<file path="src/rtl/core/dnsp_pkg.sv">
// Package for the DNS response A-record parser: payload structs, parser state,
// phase and status codes, header masks and message length limits.
// No dependencies.
package dnsp_pkg;

	localparam int MAX_MSG = 512;
	localparam int OFF_W   = $clog2(MAX_MSG + 1);

	localparam int HDR_LEN = 12;

	// parse phases
	localparam logic [3:0] PH_HDR      = 4'd0;
	localparam logic [3:0] PH_QLABEL   = 4'd1;
	localparam logic [3:0] PH_QLABSKIP = 4'd2;
	localparam logic [3:0] PH_QTAIL    = 4'd3;
	localparam logic [3:0] PH_ALABEL   = 4'd4;
	localparam logic [3:0] PH_ALABSKIP = 4'd5;
	localparam logic [3:0] PH_APTR     = 4'd6;
	localparam logic [3:0] PH_AFIXED   = 4'd7;
	localparam logic [3:0] PH_AADDR    = 4'd8;
	localparam logic [3:0] PH_ARDSKIP  = 4'd9;
	localparam logic [3:0] PH_DONE     = 4'd10;

	// result status codes
	localparam logic [2:0] ST_OK        = 3'd0;
	localparam logic [2:0] ST_SHORT     = 3'd1;
	localparam logic [2:0] ST_ID_MISM   = 3'd2;
	localparam logic [2:0] ST_NOT_RESP  = 3'd3;
	localparam logic [2:0] ST_RCODE     = 3'd4;
	localparam logic [2:0] ST_TRUNC     = 3'd5;
	localparam logic [2:0] ST_NO_A      = 3'd6;
	localparam logic [2:0] V_UNDECIDED  = 3'd7;

	localparam logic [15:0] HDR_QR_MASK    = 16'h8000;
	localparam logic [15:0] HDR_RCODE_MASK = 16'h000F;
	localparam logic [7:0]  PTR_MARK       = 8'hC0;

	// fixed part lengths
	localparam logic [15:0] QTAIL_LEN     = 16'd4;   // qtype + qclass
	localparam logic [15:0] QTAIL_PTR_LEN = 16'd5;   // pointer byte 2 + qtype + qclass
	localparam logic [15:0] AFIX_LEN      = 16'd10;  // type, class, ttl, rdlength
	localparam logic [15:0] ADDR_LEN      = 16'd4;
	localparam logic [15:0] TYPE_A        = 16'd1;

	typedef struct packed {
		logic [7:0] data_byte;
		logic       last_byte;
	} in_t;

	typedef struct packed {
		logic [2:0]  status;
		logic [31:0] address;
	} out_t;

	typedef struct packed {
		logic [OFF_W-1:0] byte_offset;
		logic [3:0]       parse_phase;
		logic [15:0]      skip_count;
		logic [15:0]      questions_left;
		logic [15:0]      answers_left;
		logic [15:0]      header_word;
		logic [15:0]      record_type;
		logic [15:0]      record_length;
		logic [31:0]      address_acc;
		logic [2:0]       verdict;
	} state_t;

	localparam state_t STATE_CLEAR = '{
		byte_offset:    '0,
		parse_phase:    PH_HDR,
		skip_count:     '0,
		questions_left: '0,
		answers_left:   '0,
		header_word:    '0,
		record_type:    '0,
		record_length:  '0,
		address_acc:    '0,
		verdict:        V_UNDECIDED
	};

endpackage

</file>
<file path="src/rtl/core/dnsp_step.sv">
// One-byte parser step: next message state and the result for a last byte.
// Depends on dnsp_pkg.
module dnsp_step (
	input  dnsp_pkg::state_t st,
	input  dnsp_pkg::in_t    item,
	input  logic [15:0]      expected_id,
	output dnsp_pkg::state_t st_next,
	output dnsp_pkg::out_t   result
);

	dnsp_pkg::state_t ns;
	logic [7:0]  b;
	logic [15:0] hw_new;
	logic [15:0] skip_dec;
	logic [15:0] ql_dec;
	logic [15:0] al_dec;
	logic [15:0] rt_new;
	logic [15:0] rl_new;
	logic [3:0]  fix_idx;
	logic [2:0]  status;

	assign b        = item.data_byte;
	assign hw_new   = st.byte_offset[0] ? {st.header_word[7:0], b} : {8'h00, b};
	assign skip_dec = st.skip_count - 16'd1;
	assign ql_dec   = st.questions_left - 16'd1;
	assign al_dec   = st.answers_left - 16'd1;
	assign fix_idx  = dnsp_pkg::AFIX_LEN[3:0] - st.skip_count[3:0];

	always_comb begin
		rt_new = st.record_type;
		rl_new = st.record_length;
		unique case (fix_idx)
			4'd0:    rt_new = {8'h00, b};
			4'd1:    rt_new = {st.record_type[7:0], b};
			4'd8:    rl_new = {8'h00, b};
			4'd9:    rl_new = {st.record_length[7:0], b};
			default: ;
		endcase
	end

	always_comb begin
		ns = st;
		if (st.byte_offset < dnsp_pkg::OFF_W'(dnsp_pkg::MAX_MSG)) begin
			ns.byte_offset = st.byte_offset + dnsp_pkg::OFF_W'(1);
			unique case (st.parse_phase)
				dnsp_pkg::PH_HDR: begin
					ns.header_word = hw_new;
					if (st.byte_offset == dnsp_pkg::OFF_W'(1) && hw_new != expected_id
					    && st.verdict == dnsp_pkg::V_UNDECIDED)
						ns.verdict = dnsp_pkg::ST_ID_MISM;
					if (st.byte_offset == dnsp_pkg::OFF_W'(3)
					    && st.verdict == dnsp_pkg::V_UNDECIDED) begin
						if ((hw_new & dnsp_pkg::HDR_QR_MASK) == 16'd0)
							ns.verdict = dnsp_pkg::ST_NOT_RESP;
						else if ((hw_new & dnsp_pkg::HDR_RCODE_MASK) != 16'd0)
							ns.verdict = dnsp_pkg::ST_RCODE;
					end
					if (st.byte_offset == dnsp_pkg::OFF_W'(5))
						ns.questions_left = hw_new;
					if (st.byte_offset == dnsp_pkg::OFF_W'(7))
						ns.answers_left = hw_new;
					if (st.byte_offset == dnsp_pkg::OFF_W'(dnsp_pkg::HDR_LEN - 1)) begin
						if (ns.verdict != dnsp_pkg::V_UNDECIDED)
							ns.parse_phase = dnsp_pkg::PH_DONE;
						else if (st.questions_left != 16'd0)
							ns.parse_phase = dnsp_pkg::PH_QLABEL;
						else if (st.answers_left == 16'd0) begin
							ns.verdict     = dnsp_pkg::ST_NO_A;
							ns.parse_phase = dnsp_pkg::PH_DONE;
						end else
							ns.parse_phase = dnsp_pkg::PH_ALABEL;
					end
				end
				dnsp_pkg::PH_QLABEL: begin
					if (b == 8'd0) begin
						ns.skip_count  = dnsp_pkg::QTAIL_LEN;
						ns.parse_phase = dnsp_pkg::PH_QTAIL;
					end else if ((b & dnsp_pkg::PTR_MARK) == dnsp_pkg::PTR_MARK) begin
						ns.skip_count  = dnsp_pkg::QTAIL_PTR_LEN;
						ns.parse_phase = dnsp_pkg::PH_QTAIL;
					end else begin
						ns.skip_count  = {8'h00, b};
						ns.parse_phase = dnsp_pkg::PH_QLABSKIP;
					end
				end
				dnsp_pkg::PH_QLABSKIP: begin
					ns.skip_count = skip_dec;
					if (skip_dec == 16'd0)
						ns.parse_phase = dnsp_pkg::PH_QLABEL;
				end
				dnsp_pkg::PH_QTAIL: begin
					ns.skip_count = skip_dec;
					if (skip_dec == 16'd0) begin
						ns.questions_left = ql_dec;
						if (ql_dec != 16'd0)
							ns.parse_phase = dnsp_pkg::PH_QLABEL;
						else if (st.answers_left == 16'd0) begin
							ns.verdict     = dnsp_pkg::ST_NO_A;
							ns.parse_phase = dnsp_pkg::PH_DONE;
						end else
							ns.parse_phase = dnsp_pkg::PH_ALABEL;
					end
				end
				dnsp_pkg::PH_ALABEL: begin
					if (b == 8'd0) begin
						ns.skip_count  = dnsp_pkg::AFIX_LEN;
						ns.parse_phase = dnsp_pkg::PH_AFIXED;
					end else if ((b & dnsp_pkg::PTR_MARK) == dnsp_pkg::PTR_MARK) begin
						ns.skip_count  = 16'd1;
						ns.parse_phase = dnsp_pkg::PH_APTR;
					end else begin
						ns.skip_count  = {8'h00, b};
						ns.parse_phase = dnsp_pkg::PH_ALABSKIP;
					end
				end
				dnsp_pkg::PH_ALABSKIP: begin
					ns.skip_count = skip_dec;
					if (skip_dec == 16'd0)
						ns.parse_phase = dnsp_pkg::PH_ALABEL;
				end
				dnsp_pkg::PH_APTR: begin
					ns.skip_count  = dnsp_pkg::AFIX_LEN;
					ns.parse_phase = dnsp_pkg::PH_AFIXED;
				end
				dnsp_pkg::PH_AFIXED: begin
					ns.record_type   = rt_new;
					ns.record_length = rl_new;
					ns.skip_count    = skip_dec;
					if (skip_dec == 16'd0) begin
						if (rt_new == dnsp_pkg::TYPE_A && rl_new == dnsp_pkg::ADDR_LEN) begin
							ns.skip_count  = dnsp_pkg::ADDR_LEN;
							ns.address_acc = '0;
							ns.parse_phase = dnsp_pkg::PH_AADDR;
						end else if (rl_new == 16'd0) begin
							ns.answers_left = al_dec;
							if (al_dec == 16'd0) begin
								ns.verdict     = dnsp_pkg::ST_NO_A;
								ns.parse_phase = dnsp_pkg::PH_DONE;
							end else
								ns.parse_phase = dnsp_pkg::PH_ALABEL;
						end else begin
							ns.skip_count  = rl_new;
							ns.parse_phase = dnsp_pkg::PH_ARDSKIP;
						end
					end
				end
				dnsp_pkg::PH_AADDR: begin
					ns.address_acc = {st.address_acc[23:0], b};
					ns.skip_count  = skip_dec;
					if (skip_dec == 16'd0) begin
						ns.verdict     = dnsp_pkg::ST_OK;
						ns.parse_phase = dnsp_pkg::PH_DONE;
					end
				end
				dnsp_pkg::PH_ARDSKIP: begin
					ns.skip_count = skip_dec;
					if (skip_dec == 16'd0) begin
						ns.answers_left = al_dec;
						if (al_dec == 16'd0) begin
							ns.verdict     = dnsp_pkg::ST_NO_A;
							ns.parse_phase = dnsp_pkg::PH_DONE;
						end else
							ns.parse_phase = dnsp_pkg::PH_ALABEL;
					end
				end
				default: ;
			endcase
		end
	end

	// status from the state after this byte
	always_comb begin
		priority if (ns.byte_offset < dnsp_pkg::OFF_W'(dnsp_pkg::HDR_LEN))
			status = dnsp_pkg::ST_SHORT;
		else if (ns.verdict != dnsp_pkg::V_UNDECIDED)
			status = ns.verdict;
		else if (ns.parse_phase == dnsp_pkg::PH_QLABEL
		         || ns.parse_phase == dnsp_pkg::PH_QLABSKIP
		         || ns.parse_phase == dnsp_pkg::PH_QTAIL)
			status = (ns.answers_left != 16'd0) ? dnsp_pkg::ST_TRUNC : dnsp_pkg::ST_NO_A;
		else
			status = dnsp_pkg::ST_TRUNC;
	end

	assign result.status  = status;
	assign result.address = (status == dnsp_pkg::ST_OK) ? ns.address_acc : 32'd0;
	assign st_next        = item.last_byte ? dnsp_pkg::STATE_CLEAR : ns;

endmodule

</file>
<file path="src/rtl/core/dnsp_out_reg.sv">
// Result register for the parser's output channel; push only while empty or draining; not enforced here.
// Depends on dnsp_pkg.
module dnsp_out_reg (
	input  logic           clk,
	input  logic           arst_n,
	input  logic           push,
	input  dnsp_pkg::out_t push_data,
	output logic           space,
	output logic           out_valid,
	input  logic           out_ready,
	output dnsp_pkg::out_t out_data
);

	logic           valid_q;
	dnsp_pkg::out_t data_q;

	assign space     = !valid_q || out_ready;
	assign out_valid = valid_q;
	assign out_data  = data_q;

	always_ff @(posedge clk or negedge arst_n) begin
		if (!arst_n) begin
			valid_q <= 1'b0;
		end else if (push) begin
			valid_q <= 1'b1;
		end else if (out_ready) begin
			valid_q <= 1'b0;
		end
	end

	always_ff @(posedge clk) begin
		if (push) begin
			data_q <= push_data;
		end
	end

endmodule

</file>
<file path="src/rtl/core/dns_response_a_record_parser.sv">
// DNS response A-record parser: streaming byte parser, top level.
// Depends on dnsp_pkg, dnsp_step and dnsp_out_reg.
//
// Usage:
//  - in channel (in_valid/in_ready/in_data): one message byte per transfer,
//    last_byte marks the final byte of a DNS response. Bytes past MAX_MSG are
//    not parsed, but their last_byte flag still closes the message.
//  - out channel (out_valid/out_ready/out_data): one transfer per message,
//    carrying status and the IPv4 address (zero unless status is ok).
//  - cfg_wr_en/cfg_wr_data: writes expected_id; write only while idle.
// Timing:
//  - A byte lands in the input register, then the one-byte parser step
//    updates the message state register; for a last byte, the result is
//    pushed into the output register and offered on the out channel.
//  - Throughput is one byte per cycle, set by the per-byte state update
//    loop, but if the receiver stalls, the result waits in the output
//    register; bytes keep flowing until another last byte needs that
//    register, then in_ready drops until the result is taken.
// Reset: clears the message state, expected_id and both valid flags.
module dns_response_a_record_parser (
	input  logic           clk,
	input  logic           arst_n,
	input  logic           in_valid,
	output logic           in_ready,
	input  dnsp_pkg::in_t  in_data,
	output logic           out_valid,
	input  logic           out_ready,
	output dnsp_pkg::out_t out_data,
	input  logic           cfg_wr_en,
	input  logic [15:0]    cfg_wr_data
);

	logic [15:0]      exp_id_q;
	logic             valid_s1;
	dnsp_pkg::in_t    item_s1;
	logic             adv_s1;
	logic             out_space;
	dnsp_pkg::state_t st_q;
	dnsp_pkg::state_t st_next;
	dnsp_pkg::out_t   step_result;

	// configuration register
	always_ff @(posedge clk or negedge arst_n) begin
		if (!arst_n) begin
			exp_id_q <= '0;
		end else if (cfg_wr_en) begin
			exp_id_q <= cfg_wr_data;
		end
	end

	// staged byte advances unless it closes a message and the result slot is full
	assign adv_s1   = valid_s1 && (!item_s1.last_byte || out_space);
	assign in_ready = !valid_s1 || adv_s1;

	// input register
	always_ff @(posedge clk or negedge arst_n) begin
		if (!arst_n) begin
			valid_s1 <= 1'b0;
		end else if (in_ready) begin
			valid_s1 <= in_valid;
		end
	end

	always_ff @(posedge clk) begin
		if (in_ready && in_valid) begin
			item_s1 <= in_data;
		end
	end

	dnsp_step u_step (
		.st          (st_q),
		.item        (item_s1),
		.expected_id (exp_id_q),
		.st_next     (st_next),
		.result      (step_result)
	);

	// message state
	always_ff @(posedge clk or negedge arst_n) begin
		if (!arst_n) begin
			st_q <= dnsp_pkg::STATE_CLEAR;
		end else if (adv_s1) begin
			st_q <= st_next;
		end
	end

	dnsp_out_reg u_out (
		.clk       (clk),
		.arst_n    (arst_n),
		.push      (adv_s1 && item_s1.last_byte),
		.push_data (step_result),
		.space     (out_space),
		.out_valid (out_valid),
		.out_ready (out_ready),
		.out_data  (out_data)
	);

`ifndef SYNTHESIS
	// address is only reported for a successful lookup
	a_addr_zero: assert property (@(posedge clk) disable iff (!arst_n)
		out_valid && out_data.status != dnsp_pkg::ST_OK |-> out_data.address == 32'd0)
		else $error("address nonzero on failed lookup");

	// offset saturates at the message limit
	a_off_sat: assert property (@(posedge clk) disable iff (!arst_n)
		st_q.byte_offset <= dnsp_pkg::OFF_W'(dnsp_pkg::MAX_MSG))
		else $error("byte offset past limit");

	// closing byte restarts the message state
	a_clear: assert property (@(posedge clk) disable iff (!arst_n)
		adv_s1 && item_s1.last_byte |=> st_q.byte_offset == '0
		&& st_q.parse_phase == dnsp_pkg::PH_HDR)
		else $error("message state not cleared after last byte");

	// a held byte waits unchanged for the result slot
	a_hold: assert property (@(posedge clk) disable iff (!arst_n)
		valid_s1 && !adv_s1 |=> valid_s1 && $stable(item_s1))
		else $error("staged byte lost while stalled");

	// a result is only pushed when the slot is free
	a_push: assert property (@(posedge clk) disable iff (!arst_n)
		adv_s1 && item_s1.last_byte |-> !out_valid || out_ready)
		else $error("result overwritten");
`endif

endmodule
</file>
<file path="config.mk">
export PLATFORM = sky130hd
export DESIGN_NAME = dns_response_a_record_parser
export DESIGN_NICKNAME = d
export VERILOG_FILES = /design/src/rtl/core/dnsp_pkg.sv /design/src/rtl/core/dnsp_step.sv /design/src/rtl/core/dnsp_out_reg.sv /design/src/rtl/core/dns_response_a_record_parser.sv
export SDC_FILE = /design/constraint.sdc
export NUM_CORES = 1
export LEC_CHECK = 0
export ABC_AREA = 1
export BUFFER_PORTS_ARGS = -buffer_cell sky130_fd_sc_hd__buf_2
export CAP_MARGIN = 15
export CORE_AREA = 2 2 165 167
export CTS_BUF_LIST = sky130_fd_sc_hd__clkbuf_2 sky130_fd_sc_hd__clkbuf_4 sky130_fd_sc_hd__clkbuf_8
export CTS_CLUSTER_SIZE = 10
export DETAILED_ROUTE_END_ITERATION = 7
export DIE_AREA = 0 0 167 169
export PLACE_DENSITY_LB_ADDON = 0.15
export SYNTH_ARGS = -nofsm -noshare
export SYNTH_HDL_FRONTEND = slang
export SYNTH_HIERARCHICAL = 1
export SYNTH_SLANG_ARGS = --single-unit
export TNS_END_PERCENT = 100
</file>
<file path="constraint.sdc">
create_clock -name clk -period 4.7 [get_ports clk]
set_input_delay 0 -clock clk [delete_from_list [all_inputs] [get_ports clk]]
set_output_delay 0 -clock clk [all_outputs]
set_load 0.02 [all_outputs]
</file>
==> flow_summary.toml <==
[outcome]
run_status = "complete, no violations"

[route]
drtPass1Iterations = 6
drtAntennaViolNets = 0
wl_um = 51800
wl_per_cell_um = 18.3
vias_per_cell = 5.93
drt_iter0_drc = 2177
drc = 0
num_vias = 16836

[timing]
min_period_ns = 4.29
worstMarginPinSlew_ns = 1.15
period_share_pct = 91.4
setup_tns_ns = 0
final_max_slew_viol_count = 0
finalHoldViolCount = 0
max_freq_mhz = 233
setup_viol_count_final = 0
skew_ns = 0.0297
maxSlewHeadroom_pct = 22.9
rsz0062_at_grt = "no"

[power]
seq_power_share_pct = 48.3
p_per_area_mw_per_mm2 = 235
ir_drop_uv = 190
clkPwrFrac_pct = 31.2
p_sw_share_pct = 37.1
comb_power_share_pct = 20.5
switchingPower_mw = 1.48
leakagePower_nw = 8.89
internal-power_mw = 2.50

[worst_setup_path]
reg2regPathDepth = 25
cp_max_fo = 32
r2r_start = "st_q[115]"
worst-setup-path-type = "flip-flop to flip-flop"
reg2reg_to = "u_out/out_data[0]"
crit_arrival_ns = 4.53
cp-start-kind = "flip-flop"
critPathRequiredTime_ns = 4.94
reg2reg_slack_ns = 0.41
cp-end-kind = "flip-flop"

[min_path]
min_from = "cfg_wr_en"
holdPathStages = 2
hp-class = "primary input to flip-flop"
min_to = "exp_id_q[2]"

[global_route]
grt_pass1_vias = 15562
overflow = 0
grt_max_degree = 75
antenna_found_initial = 1
grt_first_pass_wirelength_um = 83200
grtUsageTotal_pct = 36.6

[floorplanning]
fp.dieH_um = 169
die_w_um = 167
start_util_pct = 58.0
core_area_mm2 = 0.0265
die_area_mm2 = 0.0282
ios = 67
row_count = 60

[flow_run]
maxCapViolCount = 0

[layout]
fill_cells = 2460
fin_cells = 2839
areaGrowthSynthToFinish_pct = 10.1
multiInputGateArea_mm2 = 0.00848
utilization_pct = 63.9
layout-drive-gt1-share_pct = 8.17
register_area_mm2 = 0.00521
nets = 2524

[cts]
clk_path_buf_depth = 2
cts_max_level = 4
clock_latency_ns = 0.50
cts_root_buf = "clkbuf_8"
cts_tree = "built"
numCtsBuffers = 17
clock-sinks = 199
clk_pin_slew_ns = 0.13

[place]
placed_cells = 2744
place.gp.congestion = 1.01
place.port_buffers = 66
dp_hpwl_um = 33700

[yosys]
syn_area_mm2 = 0.0154
synth_nets = 2472
avgSynthCellArea_um2 = 6.32
synth_warnings = 6
synth_cells = 2432
[how the worst max path moves through the flow]
stage,startpoint,end,slack [ns],cells after the start
final,st_q[115],u_out/out_data[0],0.41,25
after global routing,st_q[115],u_out/out_data[31],0.07,26
after CTS,st_q[115],u_out/out_data[10],0.46,24
after detailed placement,st_q[115],u_out/out_data[10],0.50,24
after global placement,st_q[115],u_out/out_data[31],0.65,24
after floorplan,st_q[116],u_out/out_data[1],1.35,26
[metrics by stage]
step	hold WS [ns]	power, mW	cell area, um2	setup WS, ns
6_report	0.0633	3.98	16900	0.406
5_1_grt	0.0585	4.15	16900	0.0736
4_1_cts	0.0104	3.97	16900	0.461
3_5_place_dp	0.0435	2.70	15800	0.500
3_3_place_gp	0.0308	2.69	15800	0.646
2_1_floorplan	-0.296	2.45	15400	1.35
[registers in the layout, indices dropped and copies added (netlist names)]
name	flops
u_out/out_valid	1
exp_id_q	16
u_out/out_data	35
st_q	137
valid_s1	1
item_s1	9
[metal layers]
| metal | GRT usage (%) | routed length [um] | part of all wire [%] | up-vias |
|---|---|---|---|---|
| met5 | 0 | 0 | 0 | - |
| met4 | 13.5 | 1810 | 3.5 | 0 |
| met3 | 5.14 | 4720 | 9.1 | 140 |
| met2 | 59.7 | 23700 | 46 | 897 |
| met1 | 49.9 | 21600 | 42 | 7817 |
| li1 | - | - | - | 7982 |
[cell usage in the layout (no fill, tap or decap), drive strengths merged, types with 2 or more instances in the layout]
master         n
dlygate4sd3   60
a21oi        105
clkbuf        17
o21ai        156
nor4           4
ha            10
nand3        237
nand3b         6
and3           2
nor3          51
buf          116
a221oi        12
clkinv         7
nand4         55
o221a          3
nor2         285
a31oi         28
dfrtp        152
dfstp          3
a2111oi        2
xor2          24
nand2        797
a22oi         34
o211ai         6
inv          273
edfxtp        44
[worst max-delay path, stage by stage (launching register included)]
cell	delay, ns
dfrtp_1	0.47
inv_1	0.23
ha_1	0.25
nand2_1	0.11
nor2_1	0.19
nand3_1	0.13
nand2_1	0.13
nand2_1	0.07
nor2_1	0.12
nand4_1	0.12
nor2_2	0.22
buf_4	0.45
nand2_1	0.11
nand3_1	0.09
nand2_1	0.05
inv_1	0.05
nand2_1	0.05
nand2_1	0.09
nand2_1	0.06
nor2_1	0.18
nand2_1	0.15
a21oi_1	0.16
nand2_1	0.12
nand3_2	0.10
buf_12	0.24
nor3_1	0.09
[what timing repair did]
action	4_1_cts	5_1_grt
setup buffers	0	1
hold buffers	60	0
gates resized for setup	0	1
endpoints found under the hold margin	88	0
setup endpoints to repair	0	24
[cell type report]
type	count	area share, %
Clock buffer	17	1.38
Antenna cell	1	0.0148
Tap cell	341	2.52
Sequential cell	199	30.8
Timing Repair Buffer	176	8.09
Multi-Input combinational cell	1824	50.1
Inverter	266	5.90
Clock inverter	15	1.20
[power by group through the flow]
stage                     Clock (mW)  Combinational, mW  Sequential [mW]
final                           1.24              0.816             1.92
after global routing            1.32              0.902             1.93
after CTS                       1.26              0.791             1.92
after detailed placement           0              0.744             1.95
after global placement             0              0.736             1.95
after floorplan                    0              0.531             1.92
No activity file was read; power rests on OpenSTA's default activity.
